### config.mk
export PLATFORM = sky130hd
export DESIGN_NAME = ventilation_duty_cycle_controller_core
export DESIGN_NICKNAME = d
export VERILOG_FILES = /design/src/rtl/vdc_pkg.sv /design/src/rtl/vdc_grade_pick.sv /design/src/rtl/vdc_duty_fsm.sv /design/src/rtl/ventilation_duty_cycle_controller_core.sv
export SDC_FILE = /design/constraint.sdc
export NUM_CORES = 1
export LEC_CHECK = 0
export BUFFER_PORTS_ARGS = -buffer_cell sky130_fd_sc_hd__buf_2
export CORE_AREA = 2 2 291 293
export CTS_CLUSTER_DIAMETER = 80
export DETAILED_ROUTE_END_ITERATION = 10
export DIE_AREA = 0 0 293 295
export GPL_TIMING_DRIVEN = 0
export PLACE_DENSITY_LB_ADDON = 0.05
export RECOVER_POWER = 50
export SKIP_CTS_REPAIR_TIMING = 1
export SYNTH_ARGS = -nofsm -noshare
export SYNTH_HDL_FRONTEND = slang
export SYNTH_SLANG_ARGS = --single-unit
### constraint.sdc
create_clock -name clk -period 14.4 [get_ports clk]
set_input_delay 3.6 -clock clk [delete_from_list [all_inputs] [get_ports clk]]
set_output_delay 3.6 -clock clk [all_outputs]
set_load 0.02 [all_outputs]
### src/rtl/vdc_pkg.sv
// Shared types and constants for the ventilation duty-cycle controller.
// Used by every module of the block; depends on nothing else.
`timescale 1ns / 1ps

package vdc_pkg;

	// Field widths fixed by the interface.
	localparam int TEMP_W    = 16;
	localparam int WORD_W    = 64;
	localparam int MASK_W    = 24;
	localparam int GRADE_W   = 3;
	localparam int LEN_W     = 12;
	localparam int CNT_W     = 13;
	localparam int CFG_IDX_W = 3;

	// Six sensor ports and at most five grade registers exist.
	localparam int NUM_TEMP_PORTS = 6;
	localparam int MAX_GRADE_REGS = 5;

	// Signed width of the sensor sum and of the scaled thresholds (up to eight sensors).
	localparam int CMP_W = 21;

	// Configuration register indexes.
	localparam logic [CFG_IDX_W-1:0] REG_SET_TEMP = 3'd0;
	localparam logic [CFG_IDX_W-1:0] REG_GRADE0   = 3'd1;

	// Bit positions inside a grade word.
	localparam int OFS_LSB   = 0;
	localparam int CYCLE_LSB = 16;
	localparam int RUN_LSB   = 28;
	localparam int FAN_LSB   = 40;

	typedef logic signed [TEMP_W-1:0] temp_t;
	typedef logic [WORD_W-1:0]        grade_word_t;

	// Flags of one input beat that steer the duty-cycle logic.
	typedef struct packed {
		logic started;
		logic cooling;
	} step_flags_t;

	// One result beat.
	typedef struct packed {
		logic [MASK_W-1:0]  fan_mask;
		logic               fan_command;
		logic [GRADE_W-1:0] grade_level;
		logic               grade_updated;
	} result_t;

	function automatic temp_t grade_offset(input grade_word_t w);
		return temp_t'(w[OFS_LSB +: TEMP_W]);
	endfunction

	function automatic logic [LEN_W-1:0] grade_cycle(input grade_word_t w);
		return w[CYCLE_LSB +: LEN_W];
	endfunction

	function automatic logic [LEN_W-1:0] grade_run(input grade_word_t w);
		return w[RUN_LSB +: LEN_W];
	endfunction

	function automatic logic [MASK_W-1:0] grade_fans(input grade_word_t w);
		return w[FAN_LSB +: MASK_W];
	endfunction

endpackage

### src/rtl/vdc_grade_pick.sv
// Grade selection: compares the sensor sum against each grade threshold.
// Depends on vdc_pkg.
`timescale 1ns / 1ps

module vdc_grade_pick #(
	parameter int NUM_GRADES  = 5,
	parameter int NUM_SENSORS = 6
) (
	input  vdc_pkg::temp_t                      temps [vdc_pkg::NUM_TEMP_PORTS],
	input  vdc_pkg::temp_t                      set_temp,
	input  vdc_pkg::grade_word_t                words [NUM_GRADES],
	output logic [vdc_pkg::GRADE_W-1:0]         grade
);
	import vdc_pkg::*;

	logic signed [CMP_W-1:0] sum;
	logic [NUM_GRADES-1:0]   hit;

	// Sum of the active sensors; sensors beyond the six ports read as zero.
	always_comb begin
		sum = '0;
		for (int i = 0; i < NUM_TEMP_PORTS; i++) begin
			if (i < NUM_SENSORS) begin
				sum = sum + CMP_W'(temps[i]);
			end
		end
	end

	// The average lies below a threshold exactly when sum < NUM_SENSORS * threshold.
	always_comb begin
		logic signed [TEMP_W:0]  thr;
		logic signed [CMP_W-1:0] scaled;
		for (int g = 0; g < NUM_GRADES; g++) begin
			thr    = (TEMP_W+1)'(set_temp) + (TEMP_W+1)'(grade_offset(words[g]));
			scaled = $signed(CMP_W'(NUM_SENSORS)) * CMP_W'(thr);
			hit[g] = sum < scaled;
		end
	end

	// First grade that hits, else the last grade.
	always_comb begin
		grade = GRADE_W'(NUM_GRADES - 1);
		for (int g = NUM_GRADES - 1; g >= 0; g--) begin
			if (hit[g]) begin
				grade = GRADE_W'(g);
			end
		end
	end

endmodule

### src/rtl/vdc_duty_fsm.sv
// Duty-cycle state: grading, idle count, run count and fan state, one beat per step.
// Depends on vdc_pkg.
`timescale 1ns / 1ps

module vdc_duty_fsm #(
	parameter int NUM_GRADES = 5,
	parameter int FAN_BITS   = 24
) (
	input  logic                        clk,
	input  logic                        arst_n,
	input  logic                        step,
	input  vdc_pkg::step_flags_t        flags,
	input  logic [vdc_pkg::GRADE_W-1:0] picked,
	input  vdc_pkg::grade_word_t        words [NUM_GRADES],
	output vdc_pkg::result_t            result
);
	import vdc_pkg::*;

	localparam int GIDX_W = $clog2(NUM_GRADES);
	localparam logic [MASK_W-1:0] FAN_KEEP = MASK_W'((25'd1 << FAN_BITS) - 25'd1);

	logic               pending_q, pending_n;
	logic               phase_q, phase_n;
	logic [GRADE_W-1:0] grade_q, grade_n;
	logic [CNT_W-1:0]   idle_q, idle_n;
	logic [CNT_W-1:0]   run_cnt_q, run_cnt_n;
	logic [LEN_W-1:0]   run_len_q, run_len_n;
	logic [MASK_W-1:0]  fans_q, fans_n;
	logic               cmd, upd;

	grade_word_t        word;
	logic [GRADE_W-1:0] grade_eff;
	logic [LEN_W-1:0]   cycle, run;
	logic [CNT_W-1:0]   idle_inc, run_inc;
	logic signed [CNT_W:0] idle_target;

	// A pending grading takes effect on this very beat.
	assign grade_eff   = pending_q ? picked : grade_q;
	assign word        = words[grade_eff[GIDX_W-1:0]];
	assign cycle       = grade_cycle(word);
	assign run         = grade_run(word);
	assign idle_inc    = (pending_q ? '0 : idle_q) + CNT_W'(1);
	assign run_inc     = run_cnt_q + CNT_W'(1);
	assign idle_target = $signed({2'b00, cycle}) - $signed({2'b00, run});

	// Next-state logic for one tick.
	always_comb begin
		pending_n = pending_q;
		phase_n   = phase_q;
		grade_n   = grade_q;
		idle_n    = idle_q;
		run_cnt_n = run_cnt_q;
		run_len_n = run_len_q;
		fans_n    = fans_q;
		cmd       = 1'b0;
		upd       = 1'b0;
		if (!flags.started) begin
			fans_n = '0;
			cmd    = 1'b1;
		end else if (flags.cooling) begin
			pending_n = 1'b1;
		end else begin
			if (pending_q) begin
				grade_n   = picked;
				pending_n = 1'b0;
				phase_n   = 1'b0;
				upd       = 1'b1;
			end
			if (pending_q || !phase_q) begin
				// Idle phase: count up until the idle target is reached.
				idle_n = idle_inc;
				if ($signed({1'b0, idle_inc}) >= idle_target) begin
					run_len_n = run;
					run_cnt_n = '0;
					phase_n   = 1'b1;
					if (run != '0) begin
						fans_n = grade_fans(word) & FAN_KEEP;
						cmd    = 1'b1;
					end
				end
			end else begin
				// Run phase: fans off at the end unless they run the whole cycle.
				run_cnt_n = run_inc;
				if (run_inc >= CNT_W'(run_len_q)) begin
					if (run_len_q != cycle) begin
						fans_n = '0;
						cmd    = 1'b1;
					end
					pending_n = 1'b1;
				end
			end
		end
	end

	// State registers advance once per processed beat.
	always_ff @(posedge clk or negedge arst_n) begin
		if (!arst_n) begin
			pending_q <= 1'b1;
			phase_q   <= 1'b0;
			grade_q   <= '0;
			idle_q    <= '0;
			run_cnt_q <= '0;
			run_len_q <= '0;
			fans_q    <= '0;
		end else if (step) begin
			pending_q <= pending_n;
			phase_q   <= phase_n;
			grade_q   <= grade_n;
			idle_q    <= idle_n;
			run_cnt_q <= run_cnt_n;
			run_len_q <= run_len_n;
			fans_q    <= fans_n;
		end
	end

	assign result.fan_mask      = fans_n;
	assign result.fan_command   = cmd;
	assign result.grade_level   = grade_n;
	assign result.grade_updated = upd;

endmodule

### src/rtl/ventilation_duty_cycle_controller_core.sv
// Top level of the ventilation duty-cycle controller: config registers, input and result stages.
// Depends on vdc_pkg, vdc_grade_pick and vdc_duty_fsm.
`timescale 1ns / 1ps

// Channel   Handshake              Payload
// input     in_valid / in_ready    process_running, cooling_active, temp_a .. temp_f
// output    out_valid / out_ready  fan_mask, fan_command, grade_level, grade_updated
// config    cfg_wr_en              cfg_index, cfg_data (write only, no wait)
//
// A beat is captured in the input register, processed combinationally and its result
// is held in the result register; one beat per cycle is sustained while out_ready is high.
// The pace is set by the state update between the two registers.
// Reset clears the timing state and all configuration registers; no clearing pass.
// A stalled result register holds the input register, and in_ready drops while that register holds a beat.

module ventilation_duty_cycle_controller_core #(
	parameter int NUM_GRADES  = 5,
	parameter int NUM_SENSORS = 6,
	parameter int FAN_BITS    = 24
) (
	input  logic                          clk,
	input  logic                          arst_n,
	input  logic                          cfg_wr_en,
	input  logic [vdc_pkg::CFG_IDX_W-1:0] cfg_index,
	input  logic [vdc_pkg::WORD_W-1:0]    cfg_data,
	input  logic                          in_valid,
	output logic                          in_ready,
	input  logic                          process_running,
	input  logic                          cooling_active,
	input  vdc_pkg::temp_t                temp_a,
	input  vdc_pkg::temp_t                temp_b,
	input  vdc_pkg::temp_t                temp_c,
	input  vdc_pkg::temp_t                temp_d,
	input  vdc_pkg::temp_t                temp_e,
	input  vdc_pkg::temp_t                temp_f,
	output logic                          out_valid,
	input  logic                          out_ready,
	output logic [vdc_pkg::MASK_W-1:0]    fan_mask,
	output logic                          fan_command,
	output logic [vdc_pkg::GRADE_W-1:0]   grade_level,
	output logic                          grade_updated
);
	import vdc_pkg::*;

	temp_t       set_temp_q;
	grade_word_t words [NUM_GRADES];

	logic        valid_s1;
	step_flags_t flags_s1;
	temp_t       temps_s1 [NUM_TEMP_PORTS];
	logic        advance;
	logic        in_take;

	logic [GRADE_W-1:0] picked;
	result_t            result;
	result_t            res_q;
	logic               res_valid_q;

	// Set temperature register.
	always_ff @(posedge clk or negedge arst_n) begin
		if (!arst_n) begin
			set_temp_q <= '0;
		end else if (cfg_wr_en && cfg_index == REG_SET_TEMP) begin
			set_temp_q <= temp_t'(cfg_data[TEMP_W-1:0]);
		end
	end

	// Grade registers; grades without a register read as zero.
	for (genvar g = 0; g < NUM_GRADES; g++) begin : g_grade
		if (g < MAX_GRADE_REGS) begin : g_reg
			grade_word_t word_q;
			always_ff @(posedge clk or negedge arst_n) begin
				if (!arst_n) begin
					word_q <= '0;
				end else if (cfg_wr_en && cfg_index == REG_GRADE0 + CFG_IDX_W'(g)) begin
					word_q <= cfg_data;
				end
			end
			assign words[g] = word_q;
		end else begin : g_zero
			assign words[g] = '0;
		end
	end

	// Input stage: moves on when the result register is free or being drained.
	assign advance  = valid_s1 && (!res_valid_q || out_ready);
	assign in_ready = !valid_s1 || advance;
	assign in_take  = in_valid && in_ready;

	always_ff @(posedge clk or negedge arst_n) begin
		if (!arst_n) begin
			valid_s1 <= 1'b0;
		end else if (in_ready) begin
			valid_s1 <= in_valid;
		end
	end

	always_ff @(posedge clk) begin
		if (in_take) begin
			flags_s1.started <= process_running;
			flags_s1.cooling <= cooling_active;
			temps_s1[0]      <= temp_a;
			temps_s1[1]      <= temp_b;
			temps_s1[2]      <= temp_c;
			temps_s1[3]      <= temp_d;
			temps_s1[4]      <= temp_e;
			temps_s1[5]      <= temp_f;
		end
	end

	vdc_grade_pick #(
		.NUM_GRADES  (NUM_GRADES),
		.NUM_SENSORS (NUM_SENSORS)
	) u_pick (
		.temps    (temps_s1),
		.set_temp (set_temp_q),
		.words    (words),
		.grade    (picked)
	);

	vdc_duty_fsm #(
		.NUM_GRADES (NUM_GRADES),
		.FAN_BITS   (FAN_BITS)
	) u_fsm (
		.clk    (clk),
		.arst_n (arst_n),
		.step   (advance),
		.flags  (flags_s1),
		.picked (picked),
		.words  (words),
		.result (result)
	);

	// Result register.
	always_ff @(posedge clk or negedge arst_n) begin
		if (!arst_n) begin
			res_valid_q <= 1'b0;
		end else if (advance) begin
			res_valid_q <= 1'b1;
		end else if (out_ready) begin
			res_valid_q <= 1'b0;
		end
	end

	always_ff @(posedge clk) begin
		if (advance) begin
			res_q <= result;
		end
	end

	assign out_valid     = res_valid_q;
	assign fan_mask      = res_q.fan_mask;
	assign fan_command   = res_q.fan_command;
	assign grade_level   = res_q.grade_level;
	assign grade_updated = res_q.grade_updated;

`ifndef SYNTHESIS
	// A stopped tick always yields fans off with a command.
	a_stop_clears: assert property (@(posedge clk) disable iff (!arst_n)
		advance && !flags_s1.started |=> res_q.fan_mask == '0 && res_q.fan_command)
		else $error("stopped tick did not clear the fans");

	// Input backpressure only comes from a stalled result.
	a_ready_cause: assert property (@(posedge clk) disable iff (!arst_n)
		!in_ready |-> out_valid && !out_ready)
		else $error("input stalled without a stalled result");

	// The grade in use always names an existing grade.
	a_grade_range: assert property (@(posedge clk) disable iff (!arst_n)
		out_valid |-> {1'b0, grade_level} < (GRADE_W+1)'(NUM_GRADES))
		else $error("grade level out of range");

	// A fresh grade is reported only on a running tick.
	a_update_running: assert property (@(posedge clk) disable iff (!arst_n)
		advance && result.grade_updated |-> flags_s1.started && !flags_s1.cooling)
		else $error("grade update on a stopped or cooling tick");
`endif

endmodule

==> insert_results.sql, run 1 <==
INSERT INTO impl_metrics (metric_group, metric, value, unit) VALUES
('drt', 'detail_route.wirelength', '93900', 'µm'),
('sta', 'grt_setup_unrepaired', 'no', ''),
('clock_network', 'cts_max_path_bufs', '3', ''),
('drt', 'wl_per_cell', '21.1', 'µm'),
('yosys', 'synth.avg_cell_area', '10.9', 'µm²'),
('drt', 'number_of_remaining_drc_errors', '0', ''),
('global_route', 'initial_antenna_violation_count', '13', ''),
('yosys', 'synth_commonest_cells', 'dfrtp_1, mux2_2, ha_1', ''),
('status', 'failed_checks', 'max-capacitance violations, max-slew violations', ''),
('setup_path', 'critical_path_arrival', '13.97', 'ns'),
('yosys', 'syn_inst_count', '3025', ''),
('clock_network', 'clock_sinks', '516', ''),
('drt', 'detailedRoute.firstPassIterationCount', '5', ''),
('sta', 'worst_clock_skew', '0.0319', 'ns'),
('drt', 'route.detailed.vias_per_inst', '5.47', ''),
('yosys', 'number_of_enable_flip_flop_cells_after_synthesis', '127', ''),
('yosys', 'dominant_synthesized_flop_cell', 'dfrtp_1', ''),
('run', 'drv.max_cap_violation_count', '6', ''),
('setup_path', 'worst_setup_path_end_kind', 'register', ''),
('clock_network', 'clock_insertion_delay_worst_skew', '0.63', 'ns'),
('sta', 'setup_tns', '0', 'ns'),
('floorplanning', 'initial_standard_cell_utilization_of_the_core', '39.8', '%'),
('floorplanning', 'io_pins', '201', ''),
('floorplanning', 'dieArea', '0.0864', 'mm²'),
('drt', 'detailedRoute.firstIterationViolations', '1342', ''),
('global_route', 'globalRouteMet2Util', '36.4', '%'),
('sta', 'slew_headroom', '-256', '%'),
('cells_and_area', 'final_design_area_no_fill', '0.0380', 'mm²'),
('floorplanning', 'die_x', '293', 'µm'),
('global_route', 'groute.layer.met3.usage', '3.22', '%'),
('setup_path', 'ff2ff_path_depth', '61', ''),
('placed_design', 'postPlaceCellArea', '0.0356', 'mm²'),
('clock_network', 'cts_root_buf', 'clkbuf_16', ''),
('drt', 'dr_total_vias', '24300', ''),
('cells_and_area', 'final.fill_count', '7746', ''),
('global_route', 'grt.total_usage', '21.9', '%'),
('drt', 'drtAntennaViolNets', '0', ''),
('global_route', 'grtUsageMet1', '29.9', '%'),
('setup_path', 'crit_fanout', '10', ''),
('sta', 'finalMaxSlewViolations', '379', ''),
('sta', 'setup_viol_count_final', '0', ''),
('clock_network', 'numCtsBuffers', '66', ''),
('cells_and_area', 'drive_gt1_share', '20.7', '%'),
('sta', 'period_minus_slack', '13.63', 'ns'),
('setup_path', 'worst_path_largest_cell_delay', '0.60', 'ns'),
('placed_design', 'gp_routability_congestion', '0.865', ''),
('setup_path', 'critical_path_buf_inv_count', '5', ''),
('yosys', 'seq_area_frac_synth', '40.9', '%'),
('setup_path', 'timing.critical_path.max_delay_family', 'compound AO/OA/AOI/OAI gates', ''),
('yosys', 'synth.lib_cells_used.distinct', '83', ''),
('global_route', 'global_route_wire_length_before_repair', '147000', 'µm'),
('hold_path', 'worst_hold_path.num_cells', '2', ''),
('floorplanning', 'core', '0.0832', 'mm²'),
('setup_path', 'critical_path.startpoint_type', 'register', ''),
('setup_path', 'data_required_critical_path', '14.74', 'ns'),
('yosys', 'flop_and_latch_count_out_of_synthesis', '516', ''),
('cells_and_area', 'area.growth.synth_to_final', '14.6', '%'),
('yosys', 'syn_nets', '3589', ''),
('placed_design', 'place_hpwl', '71300', 'µm'),
('yosys', 'synthMostInstantiatedCell', 'dfrtp_1', ''),
('global_route', 'first_global_vias', '25000', ''),
('sta', 'period_share', '94.6', '%'),
('clock_network', 'cts_tree', 'built', ''),
('sta', 'timing_hold_violations_final', '0', ''),
('status', 'outcome', 'finished with violations', ''),
('setup_path', 'worstSetupPathDepth', '61', ''),
('global_route', 'grt_start_max_net_pins', '99', ''),
('clock_network', 'clock_slew_at_reported_path_ffs', '0.06', 'ns'),
('floorplanning', 'floorplan.die.height', '295', 'µm'),
('global_route', 'grt_busiest_layer', 'met2', ''),
('yosys', 'post_synth_main_area_contributors', 'dfrtp_1, ha_1, mux2_2, edfxtp_1, a21oi_1', '');
metal layers:
metal / part of all wire (%) / up-vias
met5: 0.078 / -
met4: 2.4 / 12
met3: 4.0 / 142
met2: 47 / 497
met1: 47 / 12000
li1: - / 11600
cell families after synthesis:
family	Yosys count	synth area share (%)
buffers and inverters	305	3.61
xor gates and xnor gates	175	4.63
and+or+nand+nor	535	7.56
muxes	355	12.0
DFF	516	40.9
AOI/OAI and AO/OA	744	15.0
adders and majority gates	395	16.3
flip-flops by register name, summed over array words and instances, names as in the netlist, 2 cells and up:
register,count
set_temp_q,16
u_fsm.run_len_q,12
u_fsm.run_cnt_q,13
fan_mask,24
flags_s1,2
u_fsm.fans_q,24
grade_level,3
u_fsm.grade_q,3
temps_s1,96
u_fsm.idle_q,13
g_grade.g_reg.word_q,304
layout make-up:
cell class	count	area (µm²)	area share, %
Multi-Input combinational cell	2204	18500	48.8
Sequential cell	516	13500	35.7
Clock buffer	96	1880	4.94
Tap cell	1080	1350	3.56
Timing Repair Buffer	217	1090	2.88
Inverter	204	766	2.02
Buffer	101	454	1.20
Clock inverter	25	360	0.949
Antenna cell	2	5.00	0.0132
worst min-delay path, delay by kind of cell, from the launching register on:
kind            cells  cell delay [ns]
flops               1             0.34
compound gates      1             0.07
simple gates        1             0.05
worst paths after layout:
check	start	end	slack (ns)
min in group asynchronous	arst_n	g_grade[1].g_reg.word_q[11]	4.14
hold reg to reg	u_fsm.run_len_q[4]	u_fsm.run_len_q[4]	0.49
max in group asynchronous	arst_n	g_grade[4].g_reg.word_q[29]	2.06
hold / removal	u_fsm.run_len_q[4]	u_fsm.run_len_q[4]	0.49
setup reg to reg	temps_s1[49]	fan_mask[2]	0.77
setup / recovery	temps_s1[49]	fan_mask[2]	0.77
placed cells by master (no fill, tap or decap), types with 7 or more instances in the layout:
| master | count |
|---|---|
| a32oi_1 | 7 |
| mux2_2 | 342 |
| nor2b_1 | 29 |
| inv_1 | 204 |
| ha_1 | 334 |
| and2_1 | 7 |
| nand3_1 | 81 |
| xor2_1 | 51 |
| a211oi_1 | 24 |
| and3_1 | 15 |
| buf_2 | 182 |
| nand2_1 | 234 |
| clkbuf_1 | 125 |
| a41oi_1 | 24 |
| buf_4 | 14 |
| a32o_1 | 14 |
| o221ai_2 | 10 |
| a21o_1 | 60 |
| a211o_1 | 27 |
| o21ai_0 | 138 |
| a21boi_0 | 13 |
| o211ai_1 | 21 |
| clkbuf_16 | 67 |
| clkbuf_8 | 9 |
| nand4_1 | 15 |
| o31a_1 | 8 |
| mux2i_1 | 13 |
| edfxtp_1 | 127 |
| fa_1 | 60 |
| o21bai_1 | 53 |
| a21oi_1 | 242 |
| nor3_1 | 15 |
| nor2_1 | 66 |
| dfrtp_1 | 388 |
| o21a_1 | 11 |
| xnor2_1 | 120 |
| o221ai_1 | 14 |
| nand2b_1 | 38 |
through the flow:
step | hold slack, ns | worst slack [ns] | utilization [%] | cells
2_1_floorplan | 0.450 | 2.39 | - | 3025
3_3_place_gp | 0.466 | -1.07 | 42.7 | 4305
3_5_place_dp | 0.481 | -1.21 | 42.9 | 4312
4_1_cts | 0.495 | -1.27 | 45.6 | 4433
5_1_grt | 0.507 | 0.0323 | 45.7 | 4445
6_report | 0.495 | 0.771 | 45.7 | 4445
Power of run 1 is not shown: default switching activity piles up to over one toggle a cycle in this logic, so the estimate is an artifact.
==> inputs of run 2 (changes only) <==
--- a/config.mk
+++ b/config.mk
@@ -6,10 +6,10 @@
 export NUM_CORES = 1
 export LEC_CHECK = 0
 export BUFFER_PORTS_ARGS = -buffer_cell sky130_fd_sc_hd__buf_2
-export CORE_AREA = 2 2 291 293
+export CORE_AREA = 2 2 249 251
 export CTS_CLUSTER_DIAMETER = 80
 export DETAILED_ROUTE_END_ITERATION = 10
-export DIE_AREA = 0 0 293 295
+export DIE_AREA = 0 0 251 253
 export GPL_TIMING_DRIVEN = 0
 export PLACE_DENSITY_LB_ADDON = 0.05
 export RECOVER_POWER = 50
==> insert_results.sql, run 2 (synthesis gave the netlist of run 1 again) <==
INSERT INTO impl_metrics (metric_group, metric, value, unit) VALUES
('floorplanning', 'core.rowCount', '91', ''),
('clock_network', 'clock_insertion_delay_worst_skew', '0.64', 'ns'),
('cells_and_area', 'top_reg_by_flops', 'g_grade.g_reg.word_q', ''),
('global_route', 'grt_start_max_net_pins', '93', ''),
('setup_path', 'cpMaxStageDelayCell', 'or4_4', ''),
('setup_path', 'data_required_critical_path', '14.75', 'ns'),
('drt', 'route.detailed.vias_per_inst', '5.93', ''),
('cells_and_area', 'largest_register_ff_count', '304', ''),
('setup_path', 'cpMostUsedCell', 'a21oi_1', ''),
('cells_and_area', 'most-common-layout-cells', 'dfrtp_1, mux2_2, ha_1', ''),
('setup_path', 'worst_setup_path_end_kind', 'register', ''),
('global_route', 'grt.total_usage', '27.2', '%'),
('hold_path', 'start_point_of_the_worst_min_delay_path', 'u_fsm.run_len_q[5]', ''),
('drt', 'drtAntennaViolNets', '0', ''),
('drt', 'wl_per_cell', '20.7', 'µm'),
('clock_network', 'cts_max_path_bufs', '3', ''),
('drt', 'detailedRoute.firstIterationViolations', '1516', ''),
('setup_path', 'timing.critical_path.max_delay_family', 'compound AO/OA/AOI/OAI gates', ''),
('sta', 'period_minus_slack', '13.43', 'ns'),
('clock_network', 'cts_tree', 'built', ''),
('status', 'failed_checks', 'max-capacitance violations, max-slew violations', ''),
('cells_and_area', 'ff_latch_area', '0.0135', 'mm²'),
('drt', 'detailedRoute.firstPassIterationCount', '6', ''),
('sta', 'period_share', '93.3', '%'),
('cells_and_area', 'final.fill_count', '5083', ''),
('hold_path', 'hold-path-endpoint', 'u_fsm.run_len_q[5]', ''),
('setup_path', 'critical_path.startpoint_type', 'register', ''),
('cells_and_area', 'multiInputGateArea', '0.0184', 'mm²'),
('drt', 'number_of_remaining_drc_errors', '0', ''),
('setup_path', 'critical_path.reg2reg.startpoint', 'temps_s1[49]', ''),
('floorplanning', 'dieArea', '0.0635', 'mm²'),
('global_route', 'first_global_vias', '25100', ''),
('cells_and_area', 'mostFrequentLayoutCell', 'dfrtp_1', ''),
('cells_and_area', 'area.growth.synth_to_final', '12.4', '%'),
('placed_design', 'place_hpwl', '64900', 'µm'),
('floorplanning', 'initial_standard_cell_utilization_of_the_core', '54.3', '%'),
('drt', 'detail_route.wirelength', '85500', 'µm'),
('sta', 'slew_headroom', '-182', '%'),
('hold_path', 'worst_hold_path.num_cells', '2', ''),
('sta', 'timing_hold_violations_final', '0', ''),
('cells_and_area', 'layout_top_registers', 'g_grade.g_reg.word_q x304, temps_s1 x96', ''),
('clock_network', 'clock_slew_at_reported_path_ffs', '0.06', 'ns'),
('floorplanning', 'io_pins', '201', ''),
('hold_path', 'worst_hold_path_type', 'register to register', ''),
('status', 'outcome', 'finished with violations', ''),
('setup_path', 'worst_path_largest_cell_delay', '0.59', 'ns'),
('placed_design', 'postPlaceCellArea', '0.0353', 'mm²'),
('global_route', 'global_route.overflow_total', '0', ''),
('run', 'drv.max_cap_violation_count', '6', ''),
('sta', 'maxClockFrequency', '74.4', 'MHz'),
('sta', 'finalMaxSlewViolations', '411', ''),
('clock_network', 'cts_root_buf', 'clkbuf_16', ''),
('global_route', 'global_route_wire_length_before_repair', '136000', 'µm'),
('sta', 'setup_viol_count_final', '0', ''),
('global_route', 'initial_antenna_violation_count', '17', ''),
('sta', 'max_slew.worst_pin.slew', '4.23', 'ns'),
('cells_and_area', 'finalNonFillerCells', '4141', ''),
('floorplanning', 'core', '0.0610', 'mm²'),
('cells_and_area', 'finalNetCount', '3862', ''),
('setup_path', 'critical_path_arrival', '13.79', 'ns'),
('floorplanning', 'die_x', '251', 'µm'),
('cells_and_area', 'final_design_area_no_fill', '0.0372', 'mm²'),
('clock_network', 'clock_sinks', '516', ''),
('setup_path', 'ff2ff_path_depth', '61', ''),
('clock_network', 'numCtsBuffers', '57', ''),
('setup_path', 'reg2reg_slack', '0.97', 'ns'),
('sta', 'hold_slack', '0.494', 'ns'),
('setup_path', 'crit_fanout', '10', ''),
('clock_network', 'htree_num_levels', '2', ''),
('cells_and_area', 'post-route-util', '61.0', '%'),
('cells_and_area', 'drive_gt1_share', '20.5', '%'),
('setup_path', 'critical_path_buf_inv_count', '6', ''),
('floorplanning', 'floorplan.die.height', '253', 'µm'),
('setup_path', 'r2r_end', 'fan_mask[10]', ''),
('setup_path', 'worstSetupPathType', 'register to register', ''),
('placed_design', 'placed_cells', '4023', ''),
('drt', 'dr_total_vias', '24500', ''),
('placed_design', 'placement.io_buffers', '200', ''),
('sta', 'worst_clock_skew', '0.0369', 'ns'),
('placed_design', 'gp_routability_congestion', '0.923', '');
run 2: cell types whose count changed in the layout (fill, tap and decap cells not counted), moves of 3 or more:
cell        previous run  this run
clkbuf_1             125       100
buf_2                182       199
clkbuf_16             67        57
a21oi_1              242       246
a21oi_2                4         0
buf_4                 14        10
clkbuf_8               9        13
clkinv_2               5         9
diode_2                2         6
inv_6                  5         1
clkinv_1               1         4
clkinvlp_4             4         1
run 2: through the flow:
step / TNS [ns] / worst slack, ns
after floorplan: 0 / 2.39
after global placement: -6.06 / -0.199
after detailed placement: -10.76 / -0.320
after CTS: -14.58 / -0.376
after global routing: -0.0201 / -0.0156
final: 0 / 0.966
run 2: worst max-delay path by stage:
stage,slack [ns],cells after the start,end,start
global route,-0.02,61,fan_mask[10],temps_s1[49]
CTS,-0.38,62,u_fsm.phase_q,temps_s1[49]
floorplan,2.39,64,fan_mask[12],temps_s1[49]
detailed placement,-0.32,62,u_fsm.phase_q,temps_s1[49]
global placement,-0.20,62,fan_mask[10],temps_s1[49]
finish,0.97,61,fan_mask[10],temps_s1[49]
run 2: metal layers:
metal,vias up,track usage (%),share of wire [%]
met5,-,0,0.18
met2,647,43.4,46
met1,12100,37.8,46
li1,11600,-,-
met3,163,4.91,5.7
met4,24,8.49,2.9
run 2: final cells by class:
type / instances / share of cell area, %
buffer: 100 / 1.18
inverter: 204 / 2.06
sequential: 516 / 36.4
clock inverter: 24 / 0.780
timing repair buffer: 215 / 2.97
clock buffer: 82 / 4.43
multi-input combinational: 2204 / 49.5
tap: 790 / 2.66
antenna: 6 / 0.0403
run 2: tightest hold or removal path, delay by kind of cell (launching register included):
| kind | cells | cell delay, ns |
|---|---|---|
| flops | 1 | 0.34 |
| compound gates | 1 | 0.06 |
| simple gates | 1 | 0.05 |
Power of run 2 is left out for the same reason.
